**src/sv/decode_compact_fields_defines.svh**
```systemverilog
// Assertion macros for the compact field decoder.
// Used by decode_compact_fields.sv; expects signals named clock and reset in scope.
`ifndef DECODE_COMPACT_FIELDS_DEFINES_SVH
`define DECODE_COMPACT_FIELDS_DEFINES_SVH

// cond must hold at every clock edge outside reset
`define DCF_ASSERT_ALWAYS(label, cond) \
   label: assert property (@(posedge clock) disable iff (reset) (cond)) \
      else $error("decode_compact_fields: invariant violated");

// cons must hold in the same cycle as ante
`define DCF_ASSERT_IMPLY(label, ante, cons) \
   label: assert property (@(posedge clock) disable iff (reset) (ante) |-> (cons)) \
      else $error("decode_compact_fields: implication violated");

// cons must hold in the cycle after ante
`define DCF_ASSERT_NEXT(label, ante, cons) \
   label: assert property (@(posedge clock) disable iff (reset) (ante) |=> (cons)) \
      else $error("decode_compact_fields: next-cycle check violated");

`endif

```
**src/sv/dcf_pkg.sv**
```systemverilog
// Package for the compact field decoder: parse phases, field kinds, constants.
// No dependencies; imported by decode_compact_fields.
package dcf_pkg;

   localparam int unsigned VALUE_BYTES = 4;
   localparam int unsigned LEN_W       = 6;

   typedef enum logic [1:0] {
      PH_COUNT   = 2'd0,
      PH_HEADER  = 2'd1,
      PH_PAYLOAD = 2'd2
   } phase_type;

   typedef enum logic [1:0] {
      CK_UNS = 2'd0,
      CK_SGN = 2'd1,
      CK_STR = 2'd2,
      CK_ERR = 2'd3
   } cur_kind_type;

   typedef enum logic [2:0] {
      FK_COUNT = 3'd0,
      FK_UNS   = 3'd1,
      FK_SGN   = 3'd2,
      FK_CHAR  = 3'd3,
      FK_EMPTY = 3'd4,
      FK_ERR   = 3'd5
   } field_kind_type;

   localparam logic [7:0] HDR_LAST_BIT = 8'h80;
   localparam logic [7:0] HDR_STR_BIT  = 8'h40;
   localparam logic [7:0] HDR_SGN_BIT  = 8'h20;
   localparam logic [7:0] HDR_STR_LEN  = 8'h3F;
   localparam logic [7:0] HDR_INT_LEN  = 8'h1F;

endpackage

```
**src/sv/decode_compact_fields.sv**
```systemverilog
// Compact record stream decoder, one byte per transfer.
// Depends on dcf_pkg and decode_compact_fields_defines.svh.
//
// Usage:
//   req_ channel: one stream byte per transfer (req_in_byte). The first byte of
//   a record is a struct count; then each field is a header byte and payload.
//   rsp_ channel: zero or one result per input byte: field kind, 32-bit value
//   and end-of-field / end-of-struct / end-of-record flags.
// Registered: a result appears on rsp_ in the cycle after its byte is accepted.
// Throughput: one byte per cycle while req_ready is high. The parse state and
//   the result register update in the same cycle; the next byte can follow.
// Stall: the result register holds a result until it is taken; req_ready stays
//   high while the register is empty or is being emptied in the same cycle, and
//   drops only when a result waits and rsp_ready is low.
// Reset: synchronous, active high; the decoder then expects a record count and
//   the result register is empty.
// Integer fields longer than VALUE_BYTES skip their payload and end with a
//   length-error result.
`include "decode_compact_fields_defines.svh"

module decode_compact_fields
   import dcf_pkg::*;
(
   input  logic        clock,
   input  logic        reset,
   input  logic        req_valid,
   output logic        req_ready,
   input  logic [7:0]  req_in_byte,
   output logic        rsp_valid,
   input  logic        rsp_ready,
   output logic [2:0]  rsp_field_kind,
   output logic [31:0] rsp_value,
   output logic        rsp_last_of_field,
   output logic        rsp_last_of_struct,
   output logic        rsp_last_of_record
);

   phase_type        phase_ff, phase_in;
   logic [7:0]       structs_left_ff, structs_left_in;
   cur_kind_type     cur_kind_ff, cur_kind_in;
   logic [LEN_W-1:0] payload_left_ff, payload_left_in;
   logic [LEN_W-1:0] payload_total_ff, payload_total_in;
   logic [31:0]      gathered_ff, gathered_in;
   logic             field_is_last_ff, field_is_last_in;

   logic             rsp_valid_ff, rsp_valid_in;
   field_kind_type   rsp_kind_ff;
   logic [31:0]      rsp_value_ff;
   logic             rsp_lf_ff, rsp_ls_ff, rsp_lr_ff;

   logic             accept;
   logic             emit, end_fld;
   field_kind_type   o_kind;
   logic [31:0]      o_value;
   logic             o_lf, o_ls, o_lr;
   logic [LEN_W-1:0] str_len, int_len, left_dec;
   logic [31:0]      gathered_shift, int_result;

   assign req_ready = !rsp_valid_ff || rsp_ready;
   assign accept    = req_valid && req_ready;

   assign str_len        = LEN_W'(req_in_byte & HDR_STR_LEN);
   assign int_len        = LEN_W'(req_in_byte & HDR_INT_LEN);
   assign left_dec       = payload_left_ff - LEN_W'(1);
   assign gathered_shift = {gathered_ff[23:0], req_in_byte};

   always_comb begin
      int_result = gathered_shift;
      if (cur_kind_ff == CK_SGN) begin
         case (payload_total_ff)
            LEN_W'(1): int_result = {{24{gathered_shift[7]}}, gathered_shift[7:0]};
            LEN_W'(2): int_result = {{16{gathered_shift[15]}}, gathered_shift[15:0]};
            LEN_W'(3): int_result = {{8{gathered_shift[23]}}, gathered_shift[23:0]};
            default:   int_result = gathered_shift;
         endcase
      end
   end

   // datapath and result
   always_comb begin
      structs_left_in  = structs_left_ff;
      cur_kind_in      = cur_kind_ff;
      payload_left_in  = payload_left_ff;
      payload_total_in = payload_total_ff;
      gathered_in      = gathered_ff;
      field_is_last_in = field_is_last_ff;
      emit    = 1'b0;
      end_fld = 1'b0;
      o_kind  = FK_COUNT;
      o_value = '0;
      o_lf    = 1'b0;
      o_ls    = 1'b0;
      o_lr    = 1'b0;
      unique case (phase_ff)
         PH_HEADER: begin
            field_is_last_in = (req_in_byte & HDR_LAST_BIT) != 8'h00;
            gathered_in      = '0;
            if ((req_in_byte & HDR_STR_BIT) != 8'h00) begin
               cur_kind_in      = CK_STR;
               payload_total_in = str_len;
               payload_left_in  = str_len;
               if (str_len == '0) begin
                  emit    = 1'b1;
                  end_fld = 1'b1;
                  o_kind  = FK_EMPTY;
               end
            end else begin
               cur_kind_in = ((req_in_byte & HDR_SGN_BIT) != 8'h00) ? CK_SGN : CK_UNS;
               if (int_len > LEN_W'(VALUE_BYTES)) begin
                  cur_kind_in = CK_ERR;
               end
               payload_total_in = int_len;
               payload_left_in  = int_len;
               if (int_len == '0) begin
                  emit    = 1'b1;
                  end_fld = 1'b1;
                  o_kind  = ((req_in_byte & HDR_SGN_BIT) != 8'h00) ? FK_SGN : FK_UNS;
               end
            end
         end
         PH_PAYLOAD: begin
            payload_left_in = left_dec;
            case (cur_kind_ff)
               CK_STR: begin
                  emit    = 1'b1;
                  end_fld = (left_dec == '0);
                  o_kind  = FK_CHAR;
                  o_value = {24'h000000, req_in_byte};
               end
               CK_ERR: begin
                  if (left_dec == '0) begin
                     emit    = 1'b1;
                     end_fld = 1'b1;
                     o_kind  = FK_ERR;
                  end
               end
               default: begin
                  gathered_in = gathered_shift;
                  if (left_dec == '0) begin
                     emit    = 1'b1;
                     end_fld = 1'b1;
                     o_kind  = (cur_kind_ff == CK_SGN) ? FK_SGN : FK_UNS;
                     o_value = int_result;
                  end
               end
            endcase
         end
         default: begin
            structs_left_in = req_in_byte;
            emit    = 1'b1;
            o_kind  = FK_COUNT;
            o_value = {24'h000000, req_in_byte};
            o_lr    = (req_in_byte == 8'h00);
         end
      endcase
      if (end_fld) begin
         o_lf = 1'b1;
         o_ls = field_is_last_in;
         if (field_is_last_in) begin
            structs_left_in = structs_left_ff - 8'd1;
            o_lr            = (structs_left_ff == 8'd1);
         end
      end
   end

   // next phase
   always_comb begin
      phase_in = phase_ff;
      if (end_fld) begin
         phase_in = o_lr ? PH_COUNT : PH_HEADER;
      end else begin
         unique case (phase_ff)
            PH_HEADER:  phase_in = PH_PAYLOAD;
            PH_PAYLOAD: phase_in = PH_PAYLOAD;
            default:    phase_in = o_lr ? PH_COUNT : PH_HEADER;
         endcase
      end
   end

   always_comb begin
      rsp_valid_in = rsp_valid_ff && !rsp_ready;
      if (accept && emit) begin
         rsp_valid_in = 1'b1;
      end
   end

   always_ff @(posedge clock) begin
      if (reset) begin
         phase_ff         <= PH_COUNT;
         structs_left_ff  <= '0;
         cur_kind_ff      <= CK_UNS;
         payload_left_ff  <= '0;
         payload_total_ff <= '0;
         field_is_last_ff <= 1'b0;
         rsp_valid_ff     <= 1'b0;
      end else begin
         rsp_valid_ff <= rsp_valid_in;
         if (accept) begin
            phase_ff         <= phase_in;
            structs_left_ff  <= structs_left_in;
            cur_kind_ff      <= cur_kind_in;
            payload_left_ff  <= payload_left_in;
            payload_total_ff <= payload_total_in;
            field_is_last_ff <= field_is_last_in;
         end
      end
   end

   always_ff @(posedge clock) begin
      if (accept) begin
         gathered_ff <= gathered_in;
      end
      if (accept && emit) begin
         rsp_kind_ff  <= o_kind;
         rsp_value_ff <= o_value;
         rsp_lf_ff    <= o_lf;
         rsp_ls_ff    <= o_ls;
         rsp_lr_ff    <= o_lr;
      end
   end

   assign rsp_valid          = rsp_valid_ff;
   assign rsp_field_kind     = rsp_kind_ff;
   assign rsp_value          = rsp_value_ff;
   assign rsp_last_of_field  = rsp_lf_ff;
   assign rsp_last_of_struct = rsp_ls_ff;
   assign rsp_last_of_record = rsp_lr_ff;

   `DCF_ASSERT_IMPLY(a_count_not_field_end, rsp_valid_ff && rsp_kind_ff == FK_COUNT, !rsp_lf_ff)
   `DCF_ASSERT_IMPLY(a_struct_end_is_field_end, rsp_valid_ff && rsp_ls_ff, rsp_lf_ff)
   `DCF_ASSERT_IMPLY(a_record_end_kind, rsp_valid_ff && rsp_lr_ff,
                     rsp_ls_ff || rsp_kind_ff == FK_COUNT)
   `DCF_ASSERT_ALWAYS(a_payload_nonempty, phase_ff != PH_PAYLOAD || payload_left_ff != '0)
   `DCF_ASSERT_NEXT(a_record_end_to_count, accept && emit && o_lr, phase_ff == PH_COUNT)

endmodule

```
**config.mk**
```make
export PLATFORM = sky130hd
export DESIGN_NAME = decode_compact_fields
export DESIGN_NICKNAME = d
export VERILOG_FILES = /design/src/sv/dcf_pkg.sv /design/src/sv/decode_compact_fields.sv
export VERILOG_INCLUDE_DIRS = /design/src /design/src/sv
export SDC_FILE = /design/constraint.sdc
export NUM_CORES = 1
export LEC_CHECK = 0
export BUFFER_PORTS_ARGS = -buffer_cell sky130_fd_sc_hd__buf_2
export CORE_UTILIZATION = 58
export DETAILED_ROUTE_END_ITERATION = 16
export PLACE_DENSITY = 0.86
export SYNTH_ARGS = -nofsm -noshare
export SYNTH_HDL_FRONTEND = slang
export SYNTH_SLANG_ARGS = --single-unit
```
**constraint.sdc**
```tcl
create_clock -name clock -period 5.6 [get_ports clock]
set_input_delay 1.4 -clock clock [delete_from_list [all_inputs] [get_ports clock]]
set_output_delay 1.4 -clock clock [all_outputs]
set_load 0.01 [all_outputs]
```
==> results.json, run 1 <==
{
  "status": "completed",
  "dieArea_sq_mm": 0.00755,
  "drc": 0,
  "arrival_ns": 3.44,
  "global_route.overflow_total": 0,
  "setup_viol": 0,
  "synth-edff-count": 62,
  "grt_usage_pct": 23.6,
  "syn_to_final_growth_pct": 11.9,
  "ys.flop_type": "edfxtp_1",
  "dr.pass1.iters": 5,
  "clk_latency_ns": 0.37,
  "synth.avg_cell_area_sq_um": 10.5,
  "slew_viol_final": 0,
  "rsz0062_at_grt": "false",
  "setup_tns_ns": 0,
  "p_leak_uw": 0.00178,
  "cts_setup_buffers": 0,
  "skew_ns": 0.0101,
  "synth_nets": 416,
  "crit_path_max_fanout": 38,
  "grt_max_degree": 39,
  "fin_nets": 458,
  "clkSinkCount": 88,
  "wl_per_cell_um": 15.6,
  "synthTopCellsByCount": "edfxtp_1 (62), nand2_1 (46), a21oi_1 (40)",
  "synthArstFlopShare_pct": 0,
  "synth_top_cell_area_share_pct": 44.6,
  "yosys-top-cells-area": "edfxtp_1 (45%), dfxtp_1 (12%), a21oi_1 (4.8%), nand2_1 (4.1%), and2_1 (3.9%)",
  "initial_core_util_pct": 60.8,
  "avgViaCountPerCell": 5.81,
  "synth_most_common_cell": "edfxtp_1",
  "final-hold-violation-count": 0,
  "synth_cell_types": 56,
  "cts.path.max_buffers": 2,
  "yosysWarnings": 0,
  "path_clk_slew_ns": 0.09,
  "die_w_um": 86.9,
  "antenna_found_initial": 0,
  "fin_crit_ns": 3.45,
  "insertedDiodeCount": 0,
  "synth_cells": 398,
  "hold_path_depth": 2,
  "crit_type": "in2reg",
  "fp.dieH_um": 86.9,
  "drtIter0Drc": 217,
  "drive_above_1_share_pct": 19.3,
  "maxCapViolCount": 0,
  "ant_nets": 0,
  "port_buffers": 51,
  "ctsHtreeMaxLevel": 3,
  "fmax_mhz": 290,
  "grt_pass1_wl_um": 13400,
  "cts_made_buffers": 9,
  "worstMarginPinSlew_ns": 1.19,
  "finalWeightedCongestion": 0.905,
  "netlist_area_sq_mm": 0.00418,
  "wl_um": 8460,
  "seq_area_frac_synth_pct": 57.0,
  "rows": 30,
  "holdWs_ns": 0.497,
  "hold_class": "reg2reg",
  "yosysTopAreaCell": "edfxtp_1",
  "cts_tree": "built",
  "ff2ff_path_depth": 8,
  "synth-seq-cells": 88,
  "startpoint_type": "primary input",
  "finalCritPeriodShare_pct": 61.5,
  "end_kind": "flop",
  "cts_root_buf": "clkbuf_8",
  "power.density_mw_per_mm2": 315,
  "relSlewSlack_pct": 20.3,
  "core-area_sq_mm": 0.00687,
  "ctsResizeCount": 0,
  "required_ns": 5.59,
  "pin_count": 52,
  "cts_hold_buffers": 0,
  "dpl.hpwl_um": 5680,
  "num_vias": 3144,
  "grt_pass1_vias": 2762,
  "ir_drop_uv": 183
}
-- report_power, final --
| part | switching [uW] | total [uW] | internal, uW | leakage, uW |
|---|---|---|---|---|
| clock network | 237 | 448 | 211 | 0.0000977 |
| logic | 153 | 238 | 84.7 | 0.000867 |
| registers | 25.4 | 785 | 759 | 0.000813 |
-- flip-flops by register name, indices dropped and copies added (netlist names) --
signal / flops
gathered_ff: 24
payload_left_ff: 6
rsp_last_of_struct: 1
payload_total_ff: 6
rsp_field_kind: 3
structs_left_ff: 8
rsp_last_of_field: 1
rsp_value: 32
cur_kind_ff: 2
rsp_valid: 1
field_is_last_ff: 1
phase_ff: 2
rsp_last_of_record: 1
-- kinds of logic after synthesis --
logic type / synth area share, %
AO/OA/AOI/OAI: 14.3
XOR/XNOR: 0.210
adder cells (fa/ha/maj): 2.04
buffers and inverters: 4.01
flip-flops: 57.0
multiplexers: 3.17
AND/OR/NAND/NOR: 19.2
-- routing by layer --
metal	share of wire [%]	wire length [um]	vias to the layer above	track usage, %
met4	2.4	199	0	10.9
met2	49	4180	126	38.2
li1	-	-	1523	-
met5	0	0	-	0
met3	4.9	414	18	4.83
met1	43	3670	1477	30.7
-- final timing paths --
check,from,end,slack (ns)
worst max-delay path,req_in_byte[1],rsp_value[12],2.15
worst min-delay path,phase_ff[1],phase_ff[1],0.50
worst max register to register,phase_ff[0],structs_left_ff[1],2.83
worst min register to register,phase_ff[1],phase_ff[1],0.50
-- per-stage QoR --
stage	utilization (%)	instances	power, uW	instance area (sq um)	setup WS [ns]
2_1_floorplan	-	398	963	4180	1.28
3_3_place_gp	65.1	525	1030	4470	1.83
3_5_place_dp	65.1	525	1030	4470	1.77
4_1_cts	68.1	541	1470	4680	2.14
5_1_grt	68.1	541	1530	4680	1.99
6_report	68.1	541	1470	4680	2.15
-- critical path, stage by stage --
cell      delay (ns)
buf_2           0.15
nor4_1          0.42
and3_1          0.33
nor2_1          0.09
a21boi_0        0.22
nor2_4          0.80
-- layout make-up --
type	count	area, sq um
flip-flops and latches	88	2380
fillers	510	2190
repair buffers	52	263
clock buffers	9	124
inverters	18	70.1
multi-input cells	271	1640
well taps	96	120
clock inverters	7	78.8
-- cells in the final DEF (no fill, tap or decap), drive strengths merged, types with 10 or more instances in the layout --
cell,synthesis,final
dfxtp,26,26
a21oi,40,40
nand3,10,10
mux2i,11,11
nand2,46,46
o21ai,21,21
buf,5,52
nor2,29,29
edfxtp,62,62
inv,18,20
and2,27,27
(Power assumes the default switching activity.)
==> inputs of run 2 (changes only) <==
--- a/config.mk
+++ b/config.mk
@@ -6,6 +6,7 @@
 export SDC_FILE = /design/constraint.sdc
 export NUM_CORES = 1
 export LEC_CHECK = 0
+export ABC_AREA = 1
 export BUFFER_PORTS_ARGS = -buffer_cell sky130_fd_sc_hd__buf_2
 export CORE_UTILIZATION = 58
 export DETAILED_ROUTE_END_ITERATION = 16
==> constraint.sdc (replaced) <==
create_clock -name clock -period 3.5 [get_ports clock]
set_input_delay 0.875 -clock clock [delete_from_list [all_inputs] [get_ports clock]]
set_output_delay 0.875 -clock clock [all_outputs]
set_load 0.01 [all_outputs]
==> results.json, run 2 <==
{
  "status": "completed",
  "wl_um": 9290,
  "ff2ff_path_depth": 9,
  "relSlewSlack_pct": 62.3,
  "synth_top_cell_area_share_pct": 43.4,
  "insertedDiodeCount": 0,
  "fin_crit_ns": 2.58,
  "final-hold-violation-count": 0,
  "skew_ns": 0.00941,
  "rsz0062_at_grt": "false",
  "global_route.overflow_total": 0,
  "yosys-top-cells-area": "edfxtp_1 (43%), dfxtp_1 (12%), nand2_1 (9.1%), inv_1 (6.1%), a21oi_1 (5.3%)",
  "crit_path_max_fanout": 38,
  "synth_nets": 496,
  "crit_type": "reg2reg",
  "ant_nets": 0,
  "dr.pass1.iters": 5,
  "cts_tree": "built",
  "power_uw": 2340,
  "finalWeightedCongestion": 0.942,
  "cts_hold_buffers": 0,
  "cts_made_buffers": 9,
  "port_buffers": 51,
  "hold_start": "payload_total_ff[3]",
  "synth_cells": 478,
  "final_cell_mix": "nand2_1 (104), inv_1 (70), edfxtp_1 (62)",
  "hold_path_depth": 2,
  "n_fill_cell": 574,
  "synth-edff-count": 62,
  "dieArea_sq_mm": 0.00774,
  "setup_viol": 0,
  "end_kind": "flop",
  "synth_cell_types": 39,
  "largest_reg_flops": 32,
  "grt_pass1_wl_um": 15100,
  "holdWs_ns": 0.461,
  "syn_to_final_growth_pct": 12.2,
  "critical_path.cell_chain": "inv_1 > ha_1 > xor2_1 > nor2_1 > nand4_4 > nand4_1 > nand2_1 > inv_1 > buf_4",
  "fmax_mhz": 388,
  "pin_count": 52,
  "cts_root_buf": "clkbuf_8",
  "finalCritPeriodShare_pct": 73.7,
  "grt_max_degree": 39,
  "core-area_sq_mm": 0.00698,
  "critPathTopFamily": "simple AND/OR/NAND/NOR gates",
  "max_stage_delay_ns": 0.41,
  "maxCapViolCount": 0,
  "grt_pass1_vias": 3190,
  "setup_tns_ns": 0,
  "dpl.hpwl_um": 6750,
  "r2r-end": "rsp_value[21]",
  "hold_class": "reg2reg",
  "layout.cells.most_common": "nand2_1",
  "num_vias": 3532,
  "fin_nets": 549,
  "slew_viol_final": 0,
  "seq_area_frac_synth_pct": 55.6,
  "startpoint_type": "flop",
  "timing.rr.start": "payload_left_ff[0]",
  "synth_most_common_cell": "nand2_1",
  "die_w_um": 88.0,
  "arrival_ns": 2.59,
  "synthTopCellsByCount": "nand2_1 (104), inv_1 (70), edfxtp_1 (62)",
  "crit_path_top_delay_cell": "buf_4",
  "power.density_mw_per_mm2": 487,
  "netlist_area_sq_mm": 0.00429,
  "avgViaCountPerCell": 5.59,
  "rows": 30,
  "yosysTopAreaCell": "edfxtp_1",
  "fp.dieH_um": 88.0,
  "grt_usage_pct": 26.1,
  "drtIter0Drc": 288,
  "drive_above_1_share_pct": 17.4,
  "initial_core_util_pct": 61.4,
  "yosysWarnings": 0,
  "p_leak_uw": 0.00212,
  "cts_setup_buffers": 0,
  "wl_per_cell_um": 14.7,
  "clk_latency_ns": 0.36,
  "crit_path_frequent_cell": "inv_1",
  "clkSinkCount": 88,
  "ir_drop_uv": 249,
  "required_ns": 3.51,
  "rrSetupSlack_ns": 0.92,
  "cts.path.max_buffers": 2,
  "ys.flop_type": "edfxtp_1",
  "worstMarginPinSlew_ns": 0.566,
  "synth.avg_cell_area_sq_um": 8.97,
  "drc": 0,
  "path_clk_slew_ns": 0.09,
  "critical_path_buf_inv_count": 3,
  "ctsHtreeMaxLevel": 3,
  "min_to": "payload_total_ff[3]",
  "synthArstFlopShare_pct": 0,
  "synth-seq-cells": 88,
  "ctsResizeCount": 0,
  "antenna_found_initial": 0
}
[run 2: worst min-delay path, stage by stage (launching register included)]
cell and delay, ns:
dfxtp_1 0.31, inv_1 0.06, a21oi_1 0.06
[run 2: power by group]
part           leakage, uW  switching, uW  internal, uW
combinational      0.00123            305           137
clock            0.0000784            383           262
sequential        0.000815           42.3          1210
total              0.00212            730          1610
[run 2: kinds of logic (layout without fill, tap and decap cells)]
family / after synthesis / after routing / synth area share [%]
AO/OA/AOI/OAI: 105 / 105 / 13.5
XOR/XNOR: 7 / 7 / 1.43
adder cells (fa/ha/maj): 6 / 6 / 1.75
buffers and inverters: 85 / 143 / 7.79
flip-flops: 88 / 88 / 55.6
AND/OR/NAND/NOR: 187 / 187 / 19.9
[run 2: per-layer routing]
metal,track usage [%],part of all wire (%)
met5,0,0
met4,11.3,3.0
met3,5.84,8.6
met2,42.6,48
met1,33.6,40
[run 2: area by class of cell]
| cell class | instances | area, sq um | area share [%] |
|---|---|---|---|
| Sequential cell | 88 | 2380 | 49.5 |
| Multi-Input combinational cell | 305 | 1580 | 32.8 |
| Timing Repair Buffer | 55 | 285 | 5.93 |
| Inverter | 72 | 270 | 5.62 |
| Clock buffer | 9 | 124 | 2.57 |
| Tap cell | 96 | 120 | 2.50 |
| Clock inverter | 7 | 53.8 | 1.12 |
[run 2: worst max path at each step]
stage	start	to	slack [ns]	cells after the start
after global placement	req_in_byte[3]	rsp_value[28]	0.84	9
after floorplan	rsp_ready	gathered_ff[0]	0.69	5
after global routing	payload_left_ff[0]	rsp_value[11]	0.73	9
after detailed placement	req_in_byte[0]	rsp_value[28]	0.75	9
after CTS	payload_left_ff[0]	rsp_value[17]	0.93	9
final	payload_left_ff[0]	rsp_value[21]	0.92	9
[run 2: per-stage QoR]
stage	utilization [%]	cells	setup slack (ns)	area (sq um)
6_report	68.9	632	0.920	4810
5_1_grt	68.9	632	0.733	4810
4_1_cts	68.9	632	0.934	4810
3_5_place_dp	66.4	616	0.752	4630
3_3_place_gp	66.4	616	0.837	4630
2_1_floorplan	-	478	0.689	4290
==> inputs of run 3 (changes only) <==
==> constraint.sdc (replaced) <==
create_clock -name clock -period 2.4 [get_ports clock]
set_input_delay 0.6 -clock clock [delete_from_list [all_inputs] [get_ports clock]]
set_output_delay 0.6 -clock clock [all_outputs]
set_load 0.01 [all_outputs]
==> results.json, run 3 (same netlist as run 2, synthesis figures left out) <==
{
  "status": "completed",
  "grt_pass1_vias": 3375,
  "n_fill_cell": 526,
  "top_layer_used": "met4",
  "hold_start": "payload_total_ff[3]",
  "grt_usage_pct": 26.2,
  "crit_type": "reg2reg",
  "global_route.overflow_total": 0,
  "grt_pass1_wl_um": 15200,
  "multi_input_area_sq_mm": 0.00158,
  "port_buffers": 51,
  "regArea_sq_mm": 0.00238,
  "clkSinkCount": 88,
  "rrSetupSlack_ns": 0.13,
  "drc": 0,
  "cts.path.max_buffers": 2,
  "avgViaCountPerCell": 5.45,
  "cts_root_buf": "clkbuf_8",
  "skew_ns": 0.0115,
  "p_leak_uw": 0.00219,
  "fp.dieH_um": 88.0,
  "placedCellCount": 625,
  "wl_um": 9250,
  "relSlewSlack_pct": 69.4,
  "final_cell_mix": "nand2_1 (104), inv_1 (69), edfxtp_1 (62)",
  "r2r-end": "rsp_value[21]",
  "rows": 30,
  "fin_nets": 558,
  "slew_viol_final": 0,
  "ctsResizeCount": 0,
  "dieArea_sq_mm": 0.00774,
  "layoutNonFillerInstCount": 641,
  "core-area_sq_mm": 0.00698,
  "fin_crit_ns": 2.27,
  "timing.rr.start": "payload_left_ff[0]",
  "setup_viol": 0,
  "drtIter0Drc": 184,
  "wl_per_cell_um": 14.4,
  "worstMarginPinSlew_ns": 0.459,
  "met3WireLength_um": 544,
  "ctsHtreeMaxLevel": 3,
  "cts_made_buffers": 9,
  "ir_drop_uv": 383,
  "cts_setup_buffers": 0,
  "hold_path_depth": 2,
  "met1_length_um": 3720,
  "maxCapViolCount": 0,
  "die_w_um": 88.0,
  "crit_path_max_fanout": 35,
  "dpl.hpwl_um": 6790,
  "post-route-util_pct": 70.9,
  "insertedDiodeCount": 0,
  "fmax_mhz": 440,
  "setup_tns_ns": 0,
  "holdWs_ns": 0.463,
  "min_to": "payload_total_ff[3]",
  "finalCritPeriodShare_pct": 94.6,
  "hold_class": "reg2reg",
  "grt_max_degree": 36,
  "pin_count": 52,
  "arrival_ns": 2.32,
  "clk_latency_ns": 0.35,
  "required_ns": 2.44,
  "power_uw": 3640,
  "dr.pass1.iters": 5,
  "antenna_found_initial": 0,
  "initial_core_util_pct": 61.4,
  "largest_reg_flops": 32,
  "drive_above_1_share_pct": 18.9,
  "syn_to_final_growth_pct": 15.5,
  "ant_nets": 0,
  "wl_met2_um": 4730,
  "ff2ff_path_depth": 9,
  "end_kind": "flop",
  "startpoint_type": "flop",
  "power.density_mw_per_mm2": 736,
  "path_clk_slew_ns": 0.09,
  "cts_tree": "built",
  "final-hold-violation-count": 0,
  "layout.cells.most_common": "nand2_1",
  "rsz0062_at_grt": "false",
  "finalWeightedCongestion": 0.895,
  "num_vias": 3495,
  "cts_hold_buffers": 0
}
[run 3: power by group]
| group | total [uW] | internal [uW] | switching, uW |
|---|---|---|---|
| clock | 1140 | 597 | 542 |
| sequential | 1830 | 1770 | 61.3 |
| combinational | 674 | 222 | 453 |
| total | 3640 | 2590 | 1060 |
[run 3: per-stage QoR]
stage | cell area [sq um] | setup slack (ns)
after global routing | 4950 | 0.00240
final | 4950 | 0.128
after floorplan | 4300 | 0.153
after detailed placement | 4730 | 0.191
after CTS | 4950 | 0.168
after global placement | 4730 | 0.265
[run 3: layout make-up]
cell class	count	share of cell area, %
well taps	96	2.43
repair buffers	64	7.38
flip-flops and latches	88	48.1
multi-input cells	305	32.0
clock inverters	7	2.07
inverters	72	5.53
clock buffers	9	2.50
[run 3: critical path, stage by stage (launching register included)]
cell	delay, ns
dfxtp_1	0.39
inv_1	0.12
ha_1	0.25
xor2_1	0.16
nor2_1	0.34
nand4_4	0.14
nand4_1	0.09
nand2_1	0.10
clkinvlp_4	0.15
buf_12	0.22
[run 3: metal layers]
metal	up-vias	GRT usage [%]
li1	1720	-
met1	1612	30.6
met2	142	46.0
met3	21	6.22
met4	0	11.3
met5	-	0
[run 3: worst max path at each step]
stage	cells past startpoint	slack [ns]	start	endpoint
3_3_place_gp	9	0.27	payload_left_ff[0]	rsp_value[30]
3_5_place_dp	9	0.19	payload_left_ff[0]	rsp_value[19]
4_1_cts	9	0.17	payload_left_ff[0]	rsp_value[19]
2_1_floorplan	8	0.15	payload_left_ff[0]	rsp_field_kind[0]
6_report	9	0.13	payload_left_ff[0]	rsp_value[21]
5_1_grt	9	0.002	payload_left_ff[0]	rsp_value[17]
